--- src/hdl/can_signal_field_extractor_core_assert.svh ---
// ----------------------------------------------------------------------------
// CAN signal field extractor assertion macros
// Shared concurrent assertion forms; NO_ASSERTIONS compiles them away.
// ----------------------------------------------------------------------------
`ifndef CAN_SIGNAL_FIELD_EXTRACTOR_CORE_ASSERT_SVH
`define CAN_SIGNAL_FIELD_EXTRACTOR_CORE_ASSERT_SVH

`ifndef NO_ASSERTIONS
// Same-cycle implication under synchronous reset.
`define CSFE_ASSERT_IMP(label, clk, rst_n, ante, cons) \
  label: assert property (@(posedge clk) disable iff (!rst_n) (ante) |-> (cons)) \
    else $error("csfe assertion failed");
// Next-cycle implication under synchronous reset.
`define CSFE_ASSERT_NEXT(label, clk, rst_n, ante, cons) \
  label: assert property (@(posedge clk) disable iff (!rst_n) (ante) |=> (cons)) \
    else $error("csfe assertion failed");
`else
`define CSFE_ASSERT_IMP(label, clk, rst_n, ante, cons)
`define CSFE_ASSERT_NEXT(label, clk, rst_n, ante, cons)
`endif

`endif

--- src/hdl/csfe_pkg.sv ---
// ----------------------------------------------------------------------------
// csfe_pkg
// Types, constants and bit-reordering helpers for the signal extractor.
// ----------------------------------------------------------------------------
package csfe_pkg;

  localparam int unsigned DATA_W    = 64;
  localparam int unsigned BYTE_W    = 8;
  localparam int unsigned NUM_BYTES = DATA_W / BYTE_W;

  // Saturated signal length of a full 64-bit word.
  localparam logic [6:0] LEN_FULL = 7'd64;

  // Control that travels with every beat through the pipeline.
  typedef struct packed {
    logic       intel;  // Intel byte order
    logic       sgn;    // sign-extend the result
    logic       zero;   // empty payload or zero length
    logic [6:0] len;    // saturated length, 0..64
  } csfe_ctl_t;

  // Stage 1 output: source word and its right-shift amount.
  typedef struct packed {
    csfe_ctl_t         ctl;
    logic [DATA_W-1:0] word;
    logic [5:0]        shamt;
  } csfe_s1_t;

  // Stage 2 and stage 3 output: working word.
  typedef struct packed {
    csfe_ctl_t         ctl;
    logic [DATA_W-1:0] word;
  } csfe_word_t;

  // Reverse the bit order inside every byte. This maps DBC Motorola bit
  // numbering onto a linear index that rises by one per sawtooth step.
  function automatic logic [DATA_W-1:0] csfe_byte_rev(input logic [DATA_W-1:0] d);
    logic [DATA_W-1:0] r;
    for (int k = 0; k < NUM_BYTES; k++) begin
      for (int b = 0; b < BYTE_W; b++) begin
        r[k*BYTE_W + b] = d[k*BYTE_W + (BYTE_W - 1 - b)];
      end
    end
    return r;
  endfunction

  // Reverse the whole word.
  function automatic logic [DATA_W-1:0] csfe_word_rev(input logic [DATA_W-1:0] d);
    logic [DATA_W-1:0] r;
    for (int i = 0; i < DATA_W; i++) begin
      r[i] = d[DATA_W - 1 - i];
    end
    return r;
  endfunction

endpackage

--- src/hdl/csfe_prep.sv ---
// ----------------------------------------------------------------------------
// csfe_prep
// Stage 1: saturates count and length, masks unused bytes and picks the
// source word and shift amount for the selected byte order.
// ----------------------------------------------------------------------------
module csfe_prep #(
  parameter int unsigned MAX_PAYLOAD_BYTES = 8
) (
  input  logic                     clk,
  input  logic                     rst_n,
  input  logic                     i_valid,
  output logic                     i_ready,
  input  logic [63:0]              i_frame_data,
  input  logic [3:0]               i_byte_count,
  input  logic [5:0]               i_start_bit,
  input  logic [6:0]               i_signal_length,
  input  logic                     i_little_endian,
  input  logic                     i_is_signed,
  output logic                     o_valid,
  input  logic                     o_ready,
  output csfe_pkg::csfe_s1_t       o_data
);
  import csfe_pkg::*;

  localparam logic [3:0] MaxCount = 4'(MAX_PAYLOAD_BYTES);

  logic              valid_r;
  logic              valid_nxt;
  csfe_s1_t          data_r;
  csfe_s1_t          data_nxt;
  logic [3:0]        cnt_sat;
  logic [6:0]        len_sat;
  logic [DATA_W-1:0] masked;

  assign i_ready = !valid_r || o_ready;

  // Saturate the descriptor and clear bytes beyond the byte count.
  always_comb begin
    cnt_sat = (i_byte_count > MaxCount) ? MaxCount : i_byte_count;
    len_sat = (i_signal_length > LEN_FULL) ? LEN_FULL : i_signal_length;
    for (int k = 0; k < NUM_BYTES; k++) begin
      masked[k*BYTE_W +: BYTE_W] = (4'(k) < cnt_sat) ? i_frame_data[k*BYTE_W +: BYTE_W]
                                                    : '0;
    end
  end

  // Motorola uses the byte-reversed word and the linear index of the MSB.
  always_comb begin
    data_nxt.ctl.intel = i_little_endian;
    data_nxt.ctl.sgn   = i_is_signed;
    data_nxt.ctl.zero  = (cnt_sat == 4'd0) || (len_sat == 7'd0);
    data_nxt.ctl.len   = len_sat;
    data_nxt.word      = i_little_endian ? masked : csfe_byte_rev(masked);
    data_nxt.shamt     = i_little_endian ? i_start_bit
                                         : {i_start_bit[5:3], ~i_start_bit[2:0]};
    valid_nxt          = i_ready ? i_valid : valid_r;
  end

  always_ff @(posedge clk) begin
    if (!rst_n) begin
      valid_r <= 1'b0;
    end else begin
      valid_r <= valid_nxt;
    end
  end

  always_ff @(posedge clk) begin
    if (i_ready && i_valid) begin
      data_r <= data_nxt;
    end
  end

  assign o_valid = valid_r;
  assign o_data  = data_r;

endmodule

--- src/hdl/csfe_shift.sv ---
// ----------------------------------------------------------------------------
// csfe_shift
// Stage 2: barrel shift that brings the first signal bit to bit 0.
// ----------------------------------------------------------------------------
module csfe_shift (
  input  logic                 clk,
  input  logic                 rst_n,
  input  logic                 i_valid,
  output logic                 i_ready,
  input  csfe_pkg::csfe_s1_t   i_data,
  output logic                 o_valid,
  input  logic                 o_ready,
  output csfe_pkg::csfe_word_t o_data
);
  import csfe_pkg::*;

  logic       valid_r;
  logic       valid_nxt;
  csfe_word_t data_r;
  csfe_word_t data_nxt;

  assign i_ready = !valid_r || o_ready;

  // Bits shifted in from above the payload read as zero.
  always_comb begin
    data_nxt.ctl  = i_data.ctl;
    data_nxt.word = i_data.word >> i_data.shamt;
    valid_nxt     = i_ready ? i_valid : valid_r;
  end

  always_ff @(posedge clk) begin
    if (!rst_n) begin
      valid_r <= 1'b0;
    end else begin
      valid_r <= valid_nxt;
    end
  end

  always_ff @(posedge clk) begin
    if (i_ready && i_valid) begin
      data_r <= data_nxt;
    end
  end

  assign o_valid = valid_r;
  assign o_data  = data_r;

endmodule

--- src/hdl/csfe_order.sv ---
// ----------------------------------------------------------------------------
// csfe_order
// Stage 3: for Motorola order, reverses the first length bits so that the
// first bit walked becomes the signal MSB.
// ----------------------------------------------------------------------------
module csfe_order (
  input  logic                 clk,
  input  logic                 rst_n,
  input  logic                 i_valid,
  output logic                 i_ready,
  input  csfe_pkg::csfe_word_t i_data,
  output logic                 o_valid,
  input  logic                 o_ready,
  output csfe_pkg::csfe_word_t o_data
);
  import csfe_pkg::*;

  logic       valid_r;
  logic       valid_nxt;
  csfe_word_t data_r;
  csfe_word_t data_nxt;
  logic [6:0] rsh;

  assign i_ready = !valid_r || o_ready;

  // Reversing the word and shifting down by 64 - len drops bits past len.
  always_comb begin
    rsh           = LEN_FULL - i_data.ctl.len;
    data_nxt.ctl  = i_data.ctl;
    data_nxt.word = i_data.ctl.intel ? i_data.word : (csfe_word_rev(i_data.word) >> rsh);
    valid_nxt     = i_ready ? i_valid : valid_r;
  end

  always_ff @(posedge clk) begin
    if (!rst_n) begin
      valid_r <= 1'b0;
    end else begin
      valid_r <= valid_nxt;
    end
  end

  always_ff @(posedge clk) begin
    if (i_ready && i_valid) begin
      data_r <= data_nxt;
    end
  end

  assign o_valid = valid_r;
  assign o_data  = data_r;

endmodule

--- src/hdl/csfe_sext.sv ---
// ----------------------------------------------------------------------------
// csfe_sext
// Stage 4: masks the value to its length, sign-extends and holds the
// result beat in the output register.
// ----------------------------------------------------------------------------
module csfe_sext (
  input  logic                 clk,
  input  logic                 rst_n,
  input  logic                 i_valid,
  output logic                 i_ready,
  input  csfe_pkg::csfe_word_t i_data,
  output logic                 o_valid,
  input  logic                 o_ready,
  output logic signed [63:0]   o_value
);
  import csfe_pkg::*;

  logic              valid_r;
  logic              valid_nxt;
  logic [DATA_W-1:0] value_r;
  logic [DATA_W-1:0] value_nxt;
  logic [DATA_W-1:0] len_mask;
  logic [5:0]        top_idx;
  logic              ext;

  assign i_ready = !valid_r || o_ready;

  // A full-length signal keeps every bit and is never extended.
  always_comb begin
    len_mask  = ~({DATA_W{1'b1}} << i_data.ctl.len);
    top_idx   = 6'(i_data.ctl.len - 7'd1);
    ext       = i_data.ctl.sgn && (i_data.ctl.len != LEN_FULL) && i_data.word[top_idx];
    value_nxt = (i_data.word & len_mask) | (ext ? ~len_mask : '0);
    if (i_data.ctl.zero) begin
      value_nxt = '0;
    end
    valid_nxt = i_ready ? i_valid : valid_r;
  end

  always_ff @(posedge clk) begin
    if (!rst_n) begin
      valid_r <= 1'b0;
    end else begin
      valid_r <= valid_nxt;
    end
  end

  always_ff @(posedge clk) begin
    if (i_ready && i_valid) begin
      value_r <= value_nxt;
    end
  end

  assign o_valid = valid_r;
  assign o_value = value_r;

endmodule

--- src/hdl/can_signal_field_extractor_core.sv ---
// ----------------------------------------------------------------------------
// can_signal_field_extractor_core
// Extracts one DBC signal (Intel or Motorola order, signed or unsigned)
// from a CAN payload of up to eight bytes.
// ----------------------------------------------------------------------------
//  Channel  Direction  Handshake          Payload
//  in_      input      in_valid/in_stall  frame, byte count, signal descriptor
//  out_     output     out_valid/out_stall raw_value
//
//  One beat per cycle while out_stall is low; each beat passes through
//  the four register stages in order: prepare, shift, reorder, extend.
//  Each stage refills as soon as its beat moves on, so bubbles collapse.
//  in_stall rises only when all four stages hold beats and out_stall is high.
//  Synchronous active-low reset clears only the stage valid bits.
// ----------------------------------------------------------------------------
`include "can_signal_field_extractor_core_assert.svh"

module can_signal_field_extractor_core #(
  parameter int unsigned MAX_PAYLOAD_BYTES = 8
) (
  input  logic               clk,
  input  logic               rst_n,
  input  logic               in_valid,
  output logic               in_stall,
  input  logic [63:0]        in_frame_data,
  input  logic [3:0]         in_byte_count,
  input  logic [5:0]         in_start_bit,
  input  logic [6:0]         in_signal_length,
  input  logic               in_little_endian,
  input  logic               in_is_signed,
  output logic               out_valid,
  input  logic               out_stall,
  output logic signed [63:0] out_raw_value
);
  import csfe_pkg::*;

  logic       s1_valid;
  logic       s1_ready;
  csfe_s1_t   s1;
  logic       s2_valid;
  logic       s2_ready;
  csfe_word_t s2;
  logic       s3_valid;
  logic       s3_ready;
  csfe_word_t s3;
  logic       s4_ready;
  logic       in_ready;

  assign in_stall = !in_ready;

  // Stage 1: descriptor normalization and source selection.
  csfe_prep #(
    .MAX_PAYLOAD_BYTES(MAX_PAYLOAD_BYTES)
  ) u_prep (
    .clk            (clk),
    .rst_n          (rst_n),
    .i_valid        (in_valid),
    .i_ready        (in_ready),
    .i_frame_data   (in_frame_data),
    .i_byte_count   (in_byte_count),
    .i_start_bit    (in_start_bit),
    .i_signal_length(in_signal_length),
    .i_little_endian(in_little_endian),
    .i_is_signed    (in_is_signed),
    .o_valid        (s1_valid),
    .o_ready        (s1_ready),
    .o_data         (s1)
  );

  // Stage 2: alignment shift.
  csfe_shift u_shift (
    .clk    (clk),
    .rst_n  (rst_n),
    .i_valid(s1_valid),
    .i_ready(s1_ready),
    .i_data (s1),
    .o_valid(s2_valid),
    .o_ready(s2_ready),
    .o_data (s2)
  );

  // Stage 3: Motorola bit reorder.
  csfe_order u_order (
    .clk    (clk),
    .rst_n  (rst_n),
    .i_valid(s2_valid),
    .i_ready(s2_ready),
    .i_data (s2),
    .o_valid(s3_valid),
    .o_ready(s3_ready),
    .o_data (s3)
  );

  // Stage 4: length mask, sign extension and output register.
  csfe_sext u_sext (
    .clk    (clk),
    .rst_n  (rst_n),
    .i_valid(s3_valid),
    .i_ready(s3_ready),
    .i_data (s3),
    .o_valid(out_valid),
    .o_ready(s4_ready),
    .o_value(out_raw_value)
  );

  assign s4_ready = !out_stall;

  // Input stalls only when every stage is full and the output is stalled.
  `CSFE_ASSERT_IMP(a_stall_full, clk, rst_n, in_stall, s1_valid && s2_valid && s3_valid && out_valid && out_stall)
  // A zero-length or empty-payload beat leaves the pipeline as zero.
  `CSFE_ASSERT_NEXT(a_zero_out, clk, rst_n, s3_valid && s3_ready && s3.ctl.zero, out_raw_value == 64'sd0)
  // Unsigned results have nothing set above the signal length.
  `CSFE_ASSERT_NEXT(a_unsigned_top, clk, rst_n, s3_valid && s3_ready && !s3.ctl.sgn, (out_raw_value >> $past(s3.ctl.len)) == 64'sd0)
  // A blocked middle stage keeps its beat.
  `CSFE_ASSERT_NEXT(a_s2_hold, clk, rst_n, s2_valid && !s2_ready, s2_valid && $stable(s2))

endmodule
--- config.mk ---
export PLATFORM = sky130hd
export DESIGN_NAME = can_signal_field_extractor_core
export DESIGN_NICKNAME = d
export VERILOG_FILES = /design/src/hdl/csfe_pkg.sv /design/src/hdl/csfe_prep.sv /design/src/hdl/csfe_shift.sv /design/src/hdl/csfe_order.sv /design/src/hdl/csfe_sext.sv /design/src/hdl/can_signal_field_extractor_core.sv
export VERILOG_INCLUDE_DIRS = /design/src /design/src/hdl
export SDC_FILE = /design/constraint.sdc
export NUM_CORES = 1
export LEC_CHECK = 0
export BUFFER_PORTS_ARGS = -buffer_cell sky130_fd_sc_hd__buf_2
export CORE_MARGIN = 1
export CORE_UTILIZATION = 45
export CTS_CLUSTER_SIZE = 14
export DETAILED_ROUTE_END_ITERATION = 10
export SYNTH_ARGS = -nofsm -noshare
export SYNTH_HDL_FRONTEND = slang
export SYNTH_SLANG_ARGS = --single-unit
--- constraint.sdc ---
create_clock -name clk -period 10.02 [get_ports clk]
set_input_delay 1.002 -clock clk [delete_from_list [all_inputs] [get_ports clk]]
set_output_delay 1.002 -clock clk [all_outputs]
set_load 0.02 [all_outputs]
==> Word-level counts from Yosys, hierarchy flattened <==
Cells that the tools add are included.
{ "totals": {"regBits": 295, "output_inout_bits": 66, "elab_cells": 77} }
{ "classes": {"n_addsub": 2, "magnitude_cmp": 11, "n_eq_ne": 1, "shift": 3, "mux": 16, "n_bitwise": 5, "reduce_logical": 19} }
{ "op_table": {"columns": ["cell", "count"], "rows": [
  ["2-to-1 mux 64 bit", 3],
  ["NOT 64 bit", 2],
  ["bitwise AND 64 bit", 1],
  ["2-to-1 mux 8 bit", 8],
  ["bitwise OR 64 bit", 1],
  ["left shift 64 x 7 -> 64 bit (first input constant)", 1],
  ["right shift 64 x 6 -> 64 bit", 1],
  ["right shift 64 x 7 -> 64 bit", 1],
  ["< comparator 3 x 4 -> 1 bit (first input constant)", 4],
  ["< comparator 1 x 4 -> 1 bit (first input constant)", 2],
  ["< comparator 2 x 4 -> 1 bit (first input constant)", 2],
  ["greater-than comparator 7 bit (second input constant)", 1],
  ["zero test 7 bit", 1],
  ["< comparator 6 x 7 -> 1 bit (second input constant)", 1],
  ["2-to-1 mux 7 bit", 1],
  ["!= test 7 bit (second input constant)", 1],
  ["subtractor 7 bit (first input constant)", 1],
  ["binary-select mux 1 bit (select 6 bit)", 1],
  ["logical AND 1 bit", 6],
  ["zero test 1 bit", 6],
  ["subtractor 6 x 1 -> 6 bit (second input constant)", 1],
  ["logical OR 1 bit", 5],
  ["greater-than comparator 4 bit (second input constant)", 1],
  ["zero test 4 bit", 1],
  ["4 further kinds", 4]
]} }

==> Logic depth before layout (Yosys ltp) <==
Gate-level depths: netlist of the first run.
{ "depth": {"word_depth": 6, "ltp_mapped": 14, "ltp_nobuf": 9} }

==> Cells and area by module <==
A second synthesis of the first run with hierarchy kept.
{ "hier_totals": {"hier_cells": 1952, "hier_area_um2": 22335.2} }
{ "by_module_without_submodules": {"columns": ["mod", "n_inst", "cells_each", "area_per_inst_um2"], "rows": [
  ["csfe_shift", 1, 611, 6961.7],
  ["csfe_order", 1, 682, 6934.2],
  ["csfe_sext", 1, 412, 4850.9],
  ["csfe_prep", 1, 245, 3580.9],
  ["can_signal_field_extractor_core", 1, 2, 7.5]
]} }

==> Worst setup path after synthesis of the first run <==
No wires, ideal clock.
{ "synth_timing": {"path_type": "in2reg", "startpoint": "input out_stall", "endpoint": "register u_shift.data_r (netlist bit u_shift.o_data[0]), enable pin", "setup_ns": 0.619, "arrival_ns": 6.607, "t_required_ns": 9.401, "slack_ns": 2.793, "stages": 2, "path_buffers": 0, "cell_sequence": "and3_1 -> a21boi_0"} }
{ "synth_between": {"elab_chain_cells": 5} }
{ "synth_rtl": {"columns": ["element", "line", "source"], "rows": [
  ["from (decl)", "can_signal_field_extractor_core.sv:32", "input logic out_stall,"],
  ["zero test 1 bit", "can_signal_field_extractor_core.sv:106", "assign s4_ready = !out_stall;"],
  ["logical OR 1 bit", "csfe_sext.sv:26", "assign i_ready = !valid_r || o_ready;"],
  ["logical OR 1 bit", "csfe_order.sv:24", "assign i_ready = !valid_r || o_ready;"],
  ["logical OR 1 bit", "csfe_shift.sv:22", "assign i_ready = !valid_r || o_ready;"],
  ["logical AND 1 bit", "csfe_shift.sv:40", "if (i_ready && i_valid) begin"],
  ["to (signal assigned)", "csfe_shift.sv:41", "data_r <= data_nxt;"],
  ["to (decl)", "csfe_shift.sv:19", "csfe_word_t data_r;"]
]} }
Every way passes these cells.
A chain may end at the register's enable or synchronous reset.

==> summary.txt, run 1 <==
Synthesis
  • Area share of and/or/nand/nor cells after synthesis: approximately 12%
  • Mapped Nets: 1958
  • Post-synthesis compound-gate area fraction: 11.90%
  • Synth cell types: 70
  • Largest cells by area after synthesis: edfxtp_1, mux4_2, mux2i_1
  • Average size of a mapped cell: 11.11 µm²
  • Synthesized-area fraction occupied by adder cells: 0.3017%
  • Most common cell in the netlist: edfxtp_1
  • Mux contribution to synthesized area: 28.43%
  • Yosys warnings: 0
  • Post-synth top area share: 42.14%
  • Flops & latches, synth: 295
  • Main synth FF type: edfxtp_1
  • Main combinational cell family by area after synthesis: multiplexers
  • Synth cell count leaders: edfxtp_1, nand2_1, mux2i_1
  • Mapped Area: 20740 µm²
  • Sequential share of the synthesized area: 42.52%
  • Number of flops mapped to enable cells by yosys: 291
  • Syn Inst Count: ~1900
  • Area leader, netlist: edfxtp_1
  • Async S/R FF share, synth: 0%
  • Post-synthesis share of cell area spent on xor and xnor gates: less than 1%

Worst setup path
  • Setup CP Type: flop to flop
  • WP data arrival: roughly 4.8 ns
  • Worst Path Required: 10.36 ns
  • CP endpoint kind: flop
  • CP Max Fanout: 43
  • Worst setup SP type: flop

Clocking
  • Total CTS buffers: 34
  • Hold-fix buffer count after cts: 0
  • Clk buf depth: 3
  • CTS root buf: clkbuf_16
  • Number of setup buffers added after CTS: 0
  • H-tree depth: 2
  • Clk_lat worst skew: roughly 0.55 ns
  • CTS clk-pin slew, worst paths: 0.06 ns
  • Post-CTS sizing: 0
  • CTS tree: yes
  • Sink Count: a little under 300

Floorplanning
  • Site Rows: just under 80
  • Core ar.: ~45000 µm²
  • Width of the chip: 216.7 µm
  • Io pins: 153
  • Initial Util: 45.70%
  • Die Area: 46950 µm²
  • Chip height: 216.7 µm

Routing
  • Vias after detailed routing: approximately 16000
  • Residual DRC: 0
  • WL per Instance: 27.34 µm
  • Vias per Instance: between 6 and 7
  • Drt first pass iters: 7
  • Post-Route WL: 69840 µm
  • Drt first-iter violations: between 1500 and 2000
  • Post-route ant nets: 0

Pwr
  • Power Total: 3.446 mW
  • Peak supply drop: approximately 0.14 mV
  • PD cells: around 150 nW/µm²
  • LEAKAGE: 8.383 nW

GRT
  • Total grt overflow: 0
  • Gr usage total: 29.90%
  • Vias in the first global route: 15770
  • First-pass GRT wire length: 103600 µm
  • Antenna violations before repair: 0
  • Pin count of the biggest net entering global routing: 77

STA
  • Clk_skew: roughly 0.016 ns
  • Setup TNS: 0 ns
  • Hold_ws: 0.4133 ns
  • Slew @ Worst Pin: 1.357 ns
  • Final Slew Violations: 0
  • Unrepaired setup endpoints after global routing: no
  • Slew Limit Headroom: 9.490%
  • Final Hold Violating Endpoints: 0
  • Fin crit period: roughly 4.5 ns
  • Final setup fails: 0
  • Final clock period utilization by the worst path: ~45%
  • F_max: 223.3 MHz

Place
  • IO buf count: 152
  • GPL Wtd Cong: 1.007
  • HPWL after DPL: 53180 µm
  • Placed Cells incl. Taps: between 2000 and 2500

Finish
  • Final #Nets: 2020
  • Fill count: 4092
  • Post-Layout Cell Count: between 2000 and 3000
  • Area Growth Syn to Fin: 11.11%
  • Ratio of cells with drive above 1 in the final layout: 23.96%

Outcome
  • Status: finished, final reports clean

Hold path
  • Min-delay worst type: flop to flop

Flow run
  • Max Cap Violations: 0
==> metrics by stage <==
stage | setup slack, ns | util, % | instance area (µm²)
5_1_grt | 5.305 | 50.77 | 23040
3_5_place_dp | 5.591 | 48.35 | 21940
6_report | 5.542 | 50.77 | 23040
2_1_floorplan | 2.793 | - | 20740
4_1_cts | 5.572 | 50.77 | 23040
3_3_place_gp | 5.589 | 48.35 | 21940
==> metal layers <==
layer | GRT usage (%) | part of all wire [%] | vias to the layer above
li1 | - | - | 7342
met1 | 36.06 | 38 | 7939
met2 | 49.17 | 48 | 781
met3 | 4.632 | 6.3 | 209
met4 | 20.92 | 7.9 | 0
met5 | 0 | 0 | -
==> where the power goes <==
group	internal, mW	leakage [nW]	switching, mW
logic	0.303	4.96	0.413
clock network	0.725	0.527	0.509
registers	1.43	2.90	0.0661
==> final timing paths <==
check / start / end / slack, ns / cells after the start
setup reg to reg: u_shift.o_data[64] / u_order.o_data[0] / 5.54 / 10
hold reg to reg: u_shift.o_data[71] / u_order.o_data[71] / 0.41 / 0
setup / recovery: u_shift.o_data[64] / u_order.o_data[0] / 5.54 / 10
hold / removal: u_shift.o_data[71] / u_order.o_data[71] / 0.41 / 0
==> critical path, stage by stage, from the launching register on <==
cell and delay, ns:
edfxtp_1 0.32, buf_4 0.46, inv_1 0.11, ha_2 0.59, buf_4 0.55, inv_1 0.44, mux2i_1 0.54, mux2i_1 0.18
mux2i_1 0.45, mux2i_1 0.23, o221ai_1 0.36
==> cells by family (layout without fill, tap and decap cells) <==
logic type,after synthesis,count (layout)
xor gates and xnor gates,13,13
other,0,1
AOI/OAI and AO/OA,377,377
DFF,295,295
buffers and inverters,210,297
and+or+nand+nor,559,559
adders and majority gates,5,5
muxes,407,407
==> cell type report <==
class	instances	area (µm²)	share of cell area [%]
flip-flops and latches	295	8818	38.27
well taps	600	750.7	3.258
clock buffers	42	902.1	3.915
multi-input cells	1361	11160	48.46
inverters	50	187.7	0.8146
clock inverters	19	196.4	0.8526
diodes	1	2.502	0.01086
repair buffers	186	1018	4.420
==> cells in the final DEF, fill, tap and decap left out, types with 7 or more instances in the layout <==
| master | instances |
|---|---|
| nand4_1 | 9 |
| a31oi_1 | 12 |
| inv_1 | 45 |
| edfxtp_1 | 291 |
| nor2_1 | 154 |
| o32ai_1 | 27 |
| a211oi_1 | 9 |
| o22ai_1 | 16 |
| o31ai_1 | 27 |
| o21ai_0 | 96 |
| a21oi_1 | 74 |
| a22oi_1 | 15 |
| buf_4 | 35 |
| nor2b_1 | 22 |
| clkbuf_1 | 7 |
| nand3b_1 | 25 |
| mux2_2 | 66 |
| clkinv_1 | 10 |
| o21ai_1 | 9 |
| and2_1 | 9 |
| o211ai_1 | 16 |
| nand3_1 | 22 |
| and3_1 | 11 |
| buf_2 | 151 |
| a311oi_1 | 8 |
| o221ai_1 | 21 |
| nor3_1 | 19 |
| mux2i_1 | 202 |
| mux4_2 | 139 |
| nand2_1 | 252 |
| clkbuf_16 | 35 |
==> sequential cells by signal (all words and copies together), names as in the netlist <==
name,count
u_prep.o_data,80
u_shift.o_data,74
u_order.o_data,73
u_sext.o_value,64
u_order.o_valid,1
u_prep.o_valid,1
u_sext.o_valid,1
u_shift.o_valid,1
Power figures use the tool's default switching activity.
==> run 2: changes to the inputs <==
==> constraint.sdc (replaced) <==
create_clock -name clk -period 3.9 [get_ports clk]
set_input_delay 0.39 -clock clk [delete_from_list [all_inputs] [get_ports clk]]
set_output_delay 0.39 -clock clk [all_outputs]
set_load 0.02 [all_outputs]
==> summary.txt, run 2 (synthesis results as in run 1) <==
Outcome
  • Status: finished, final reports clean

Routing
  • Residual DRC: 0 (unchanged)
  • WL per Instance: 28.08 µm (+2.7%)
  • Vias after detailed routing: 16770 (+3.1%)
  • Drt first-iter violations: 1538 (-13%)
  • Drt first pass iters: 6 (-1)
  • Vias per Instance: 6.421 (+0.78%)
  • Post-route ant nets: 0 (unchanged)
  • Post-Route WL: 73350 µm (+5.0%)

Finish
  • Post-Layout Cell Count: 2612 (+2.3%)
  • Max reg flops: 80 (unchanged)
  • Ratio of cells with drive above 1 in the final layout: 26.07% (+2.1 points)
  • Fin util: 51.96% (+1.2 points)
  • Flip-flop and latch area: 8818 µm² (unchanged)
  • Fill count: 4115 (+0.56%)
  • Final #Nets: 2077 (+2.8%)
  • Area Growth Syn to Fin: 13.71%
  • Most common cell after layout, fill and taps aside: edfxtp_1
  • Most frequent cells in the layout: edfxtp_1, nand2_1, mux2i_1
  • Area occupied by multi-input gates: 11180 µm² (+0.10%)

Worst setup path
  • CP Max Fanout: 7 (-84%)
  • Setup CP Type: flop to flop
  • Max stage delay on crit path: 0.57 ns (-0.02 ns)
  • Slowest CP cell: mux2i_1
  • WP data arrival: 3.72 ns (-1.09 ns)
  • CP endpoint kind: flop
  • Crit-path cells: inv_1 -> ha_2 -> inv_1 -> buf_4 -> mux2i_1 -> mux2_2 -> mux2i_1 -> mux2i_1 -> o21ai_0 -> buf_4
  • Worst setup SP type: flop
  • Worst path most repeated cell: mux2i_1
  • CP bufs+invs: 4 (unchanged)
  • Family with the most delay on the worst path: multiplexers
  • Worst Path Required: 4.20 ns (-6.16 ns)

Floorplanning
  • Chip height: 216.7 µm (unchanged)
  • Core ar.: 45380 µm² (unchanged)
  • Initial Util: 45.70% (unchanged)
  • Width of the chip: 216.7 µm (unchanged)
  • Io pins: 153 (unchanged)
  • Die Area: 46950 µm² (unchanged)
  • Site Rows: 78 (unchanged)

Clocking
  • CTS clk-pin slew, worst paths: 0.06 ns (about the same)
  • CTS root buf: clkbuf_16
  • Sink Count: 295 (unchanged)
  • Post-CTS sizing: 0 (unchanged)
  • Total CTS buffers: 35 (+2.9%)
  • H-tree depth: 2 (unchanged)
  • CTS tree: yes
  • Clk buf depth: 3 (unchanged)
  • Clk_lat worst skew: 0.57 ns (+0.02 ns)

Flow run
  • Max Cap Violations: 0 (unchanged)

Place
  • IO buf count: 152 (unchanged)
  • GPL Wtd Cong: 0.9902 (-1.7%)
  • Placed Cells incl. Taps: 2545 (+2.1%)
  • HPWL after DPL: 56180 µm (+5.6%)

STA
  • Final clock period utilization by the worst path: 87.80% (+43 points)
  • Final Hold Violating Endpoints: 0 (unchanged)
  • Unrepaired setup endpoints after global routing: no
  • F_max: 292.0 MHz (+31%)
  • Slew Limit Headroom: 33.09% (+24 points)
  • Setup TNS: 0 ns (unchanged)
  • Final Slew Violations: 0 (unchanged)
  • Final setup fails: 0 (unchanged)
  • Clk_skew: 0.03087 ns (+0.01524 ns)
  • Slew @ Worst Pin: 1.004 ns (-0.3538 ns)
  • Fin crit period: 3.424 ns (-1.053 ns)

Pwr
  • PD cells: 378.0 nW/µm² (+150%)
  • LEAKAGE: 8.681 nW (+3.6%)
  • Peak supply drop: 0.2697 mV (+94%)

GRT
  • Gr usage total: 31.42% (+1.5 points)
  • Antenna violations before repair: 2 (+2)
  • Pin count of the biggest net entering global routing: 75 (-2.6%)
  • First-pass GRT wire length: 108500 µm (+4.7%)
  • Total grt overflow: 0 (unchanged)
  • Vias in the first global route: 16530 (+4.8%)

Hold path
  • Min-delay worst type: input port to flop
-- run 2: power breakdown --
part,switching [mW],internal [mW]
registers,0.180,3.67
clock network,1.36,1.78
logic,1.09,0.830
total,2.63,6.28
-- run 2: worst reg2reg max path, delay by kind of cell, from the launching register on --
kind | cells | cell delay [ns]
buf+inv | 4 | 0.91
fa+ha+maj | 1 | 0.31
flops | 1 | 0.45
mux | 4 | 1.34
compound gates | 1 | 0.18
-- run 2: stage by stage --
stage	hold WS [ns]	cell area (µm²)	setup WS [ns]	power, mW
2_1_floorplan	0.4003	20750	0.3813	5.129
3_3_place_gp	0.4055	22460	0.6273	5.788
3_5_place_dp	0.4045	22460	0.5869	5.802
4_1_cts	0.004652	23580	0.5674	8.929
5_1_grt	0.004877	23580	0.3374	9.205
6_report	0.02397	23580	0.4757	8.913
-- run 2: area by class of cell --
class	instances	share of cell area [%]
multi-input combinational	1361	47.39
sequential	295	37.40
inverter	50	0.7959
antenna	2	0.02122
tap	600	3.184
clock inverter	19	0.6633
timing repair buffer	242	6.612
clock buffer	43	3.932
-- run 2: worst paths after layout --
check	from	end	slack, ns	cells past startpoint
worst min-delay path	in_is_signed	u_prep.o_data[78]	0.02	1
worst max register to register	u_shift.o_data[64]	u_order.o_data[33]	0.48	10
worst min register to register	u_shift.o_data[71]	u_order.o_data[71]	0.42	0
worst max-delay path	u_shift.o_data[64]	u_order.o_data[33]	0.48	10
-- run 2: layer usage --
metal | track usage (%) | part of all wire (%)
met5 | 0 | 0
met4 | 17.07 | 5.8
met3 | 5.319 | 7.3
met2 | 50.67 | 47
met1 | 40.39 | 40
-- run 2: repair_timing --
item / in CTS / in global routing
hold buffers: 3 / 0
setup buffers: 0 / 0
hold endpoints to repair: 3 / 0
==> run 3: changes to the inputs <==
--- a/config.mk
+++ b/config.mk
@@ -11,6 +11,7 @@
 export CORE_UTILIZATION = 45
 export CTS_CLUSTER_SIZE = 14
 export DETAILED_ROUTE_END_ITERATION = 10
+export REMOVE_ABC_BUFFERS = 1
 export SYNTH_ARGS = -nofsm -noshare
 export SYNTH_HDL_FRONTEND = slang
 export SYNTH_SLANG_ARGS = --single-unit
==> summary.txt, run 3 (synthesis results as in run 1) <==
GRT
  • First-pass GRT wire length: 108700 µm (+0.20%)
  • Antenna violations before repair: 0 (-2)
  • Gr usage total: 31.60% (+0.18 points)
  • Total grt overflow: 0 (unchanged)
  • Vias in the first global route: 16810 (+1.7%)
  • Pin count of the biggest net entering global routing: 75 (unchanged)

Finish
  • Max reg flops: 80 (unchanged)
  • Fill count: 4090 (-0.61%)
  • Antenna diodes: 0 (-2)
  • Area Growth Syn to Fin: 14.09%
  • Ratio of cells with drive above 1 in the final layout: 26.45% (+0.38 points)
  • Most common cell after layout, fill and taps aside: edfxtp_1
  • Final #Nets: 2086 (+0.43%)
  • Most frequent cells in the layout: edfxtp_1, nand2_1, mux2i_1

Routing
  • Post-route ant nets: 0 (unchanged)
  • Met1 WL: 27340 µm (-6.4%)
  • Vias after detailed routing: 16660 (-0.66%)
  • Drt first-iter violations: 1537 (-0.065%)
  • Drt first pass iters: 8 (+2)
  • Post-Route WL: 73650 µm (+0.40%)
  • Met3 wire length: 3478 µm (-35%)
  • WL per Instance: 28.12 µm (+0.13%)
  • Met2 WL: 37260 µm (+7.9%)
  • Residual DRC: 0 (unchanged)
  • Vias per Instance: 6.361 (-0.93%)
  • Top Metal Used: met4

Pwr
  • Switching share of power: 29.16% (-0.38 points)
  • Part of the power in combinational logic: 21.7% (about the same)
  • Flop pwr share: 42.8% (-0.4 points)
  • Peak supply drop: 0.3522 mV (+31%)
  • PD cells: 380.5 nW/µm² (+0.66%)
  • Internal Power: 6.377 mW (+1.5%)
  • Switching pwr: 2.625 mW (-0.30%)
  • Clock group share of total power: 35.6% (+0.4 points)
  • LEAKAGE: 8.743 nW (+0.71%)

STA
  • Unrepaired setup endpoints after global routing: no
  • Final Slew Violations: 0 (unchanged)
  • Setup WS post-layout: 0.2208 ns (-0.2550 ns)
  • Clk_skew: 0.01479 ns (-0.01609 ns)
  • Slew Limit Headroom: 18.61% (-14 points)
  • Final setup fails: 0 (unchanged)
  • Slew @ Worst Pin: 1.214 ns (+0.2100 ns)
  • Hold_ws: 0.02383 ns (-0.0001421 ns)
  • Final Hold Violating Endpoints: 0 (unchanged)
  • Final clock period utilization by the worst path: 94.34% (+6.5 points)
  • Setup TNS: 0 ns (unchanged)
  • Fin crit period: 3.679 ns (+0.2550 ns)
  • F_max: 271.8 MHz (-6.9%)

Worst setup path
  • CP endpoint kind: flop
  • Setup CP Type: flop to flop
  • R2R Path Start: u_order.o_data[65]
  • R2R setup slack: 0.22 ns (-0.25 ns)
  • R2R depth: 9 (-1)
  • Worst Path Required: 4.17 ns (-0.03 ns)
  • Worst setup SP type: flop
  • CP Max Fanout: 35 (+28)
  • R2R Path End: u_sext.o_value[62]
  • WP data arrival: 3.94 ns (+0.22 ns)

Clocking
  • Number of setup buffers added after CTS: 0 (unchanged)
  • H-tree depth: 2 (unchanged)
  • Clk_lat worst skew: 0.55 ns (-0.02 ns)
  • Sink Count: 295 (unchanged)
  • CTS clk-pin slew, worst paths: 0.06 ns (about the same)
  • CTS root buf: clkbuf_16
  • Total CTS buffers: 35 (unchanged)
  • CTS tree: yes
  • Clk buf depth: 3 (unchanged)

Flow run
  • Max Cap Violations: 0 (unchanged)

Hold path
  • Worst hold path depth: 1 (unchanged)
  • Hold path start: in_start_bit[3]
  • Hold EP: u_prep.o_data[3]
  • Min-delay worst type: input port to flop

Place
  • HPWL after DPL: 57380 µm (+2.1%)
  • GPL Wtd Cong: 0.9789 (-1.1%)
  • Pre-CTS WS: 0.1759 ns (-0.4110 ns)
  • IO buf count: 152 (unchanged)

Floorplanning
  • Initial Util: 45.70% (unchanged)
  • Die Area: 46950 µm² (unchanged)
  • Chip height: 216.7 µm (unchanged)
  • Width of the chip: 216.7 µm (unchanged)
  • Core ar.: 45380 µm² (unchanged)
  • Io pins: 153 (unchanged)
  • Site Rows: 78 (unchanged)

Outcome
  • Status: finished, final reports clean
-- run 3: power groups by stage --
stage	combinational [mW]	clock (mW)	sequential, mW
2_1_floorplan	1.19	0	3.92
3_3_place_gp	1.91	0	3.90
3_5_place_dp	1.92	0	3.91
4_1_cts	1.93	3.26	3.84
5_1_grt	2.08	3.37	3.86
6_report	1.95	3.20	3.85
-- run 3: what timing repair did --
| item | in CTS | in global routing |
|---|---|---|
| hold buffers | 2 | 0 |
| endpoints found under the setup margin | 0 | 1 |
| endpoints found under the hold margin | 2 | 0 |
| resized for setup | 0 | 1 |
-- run 3: through the flow --
step / util (%) / power [mW] / std cells / area (µm²)
3_3_place_gp: 49.65 / 5.816 / 2555 / 22530
5_1_grt: 52.13 / 9.308 / 2619 / 23660
4_1_cts: 52.13 / 9.028 / 2619 / 23660
6_report: 52.13 / 9.001 / 2619 / 23660
3_5_place_dp: 49.65 / 5.825 / 2555 / 22530
2_1_floorplan: - / 5.117 / 1706 / 20050
-- run 3: worst max-delay path, stage by stage (launching register included) --
cell and delay (ns):
edfxtp_1 0.62, inv_1 0.09, ha_1 0.26, ha_1 0.71, mux4_2 0.40, mux2i_1 0.18
o221ai_1 0.36, o22ai_2 0.20, buf_4 0.39, o32ai_1 0.16
-- run 3: layout make-up --
class | count | area [µm²] | share of cell area [%]
well taps | 600 | 750.7 | 3.173
inverters | 50 | 187.7 | 0.7933
clock buffers | 43 | 948.4 | 4.009
flip-flops and latches | 295 | 8818 | 37.27
clock inverters | 19 | 160.2 | 0.6769
repair buffers | 251 | 1612 | 6.812
multi-input cells | 1361 | 11180 | 47.26
-- run 3: metal layers --
layer	track usage (%)	up-vias
li1	-	7471
met1	35.60	8295
met2	55.99	697
met3	3.691	197
met4	21.62	0
met5	0	-
-- run 3: how the worst max path moves through the flow --
stage                             from            endpoint
global route        u_order.o_data[65]  u_sext.o_value[34]
detailed placement  u_order.o_data[65]   u_sext.o_value[4]
CTS                 u_order.o_data[65]   u_sext.o_value[4]
finish              u_order.o_data[65]  u_sext.o_value[62]
floorplan           u_shift.o_data[64]   u_order.o_data[4]
global placement    u_order.o_data[65]   u_sext.o_value[4]
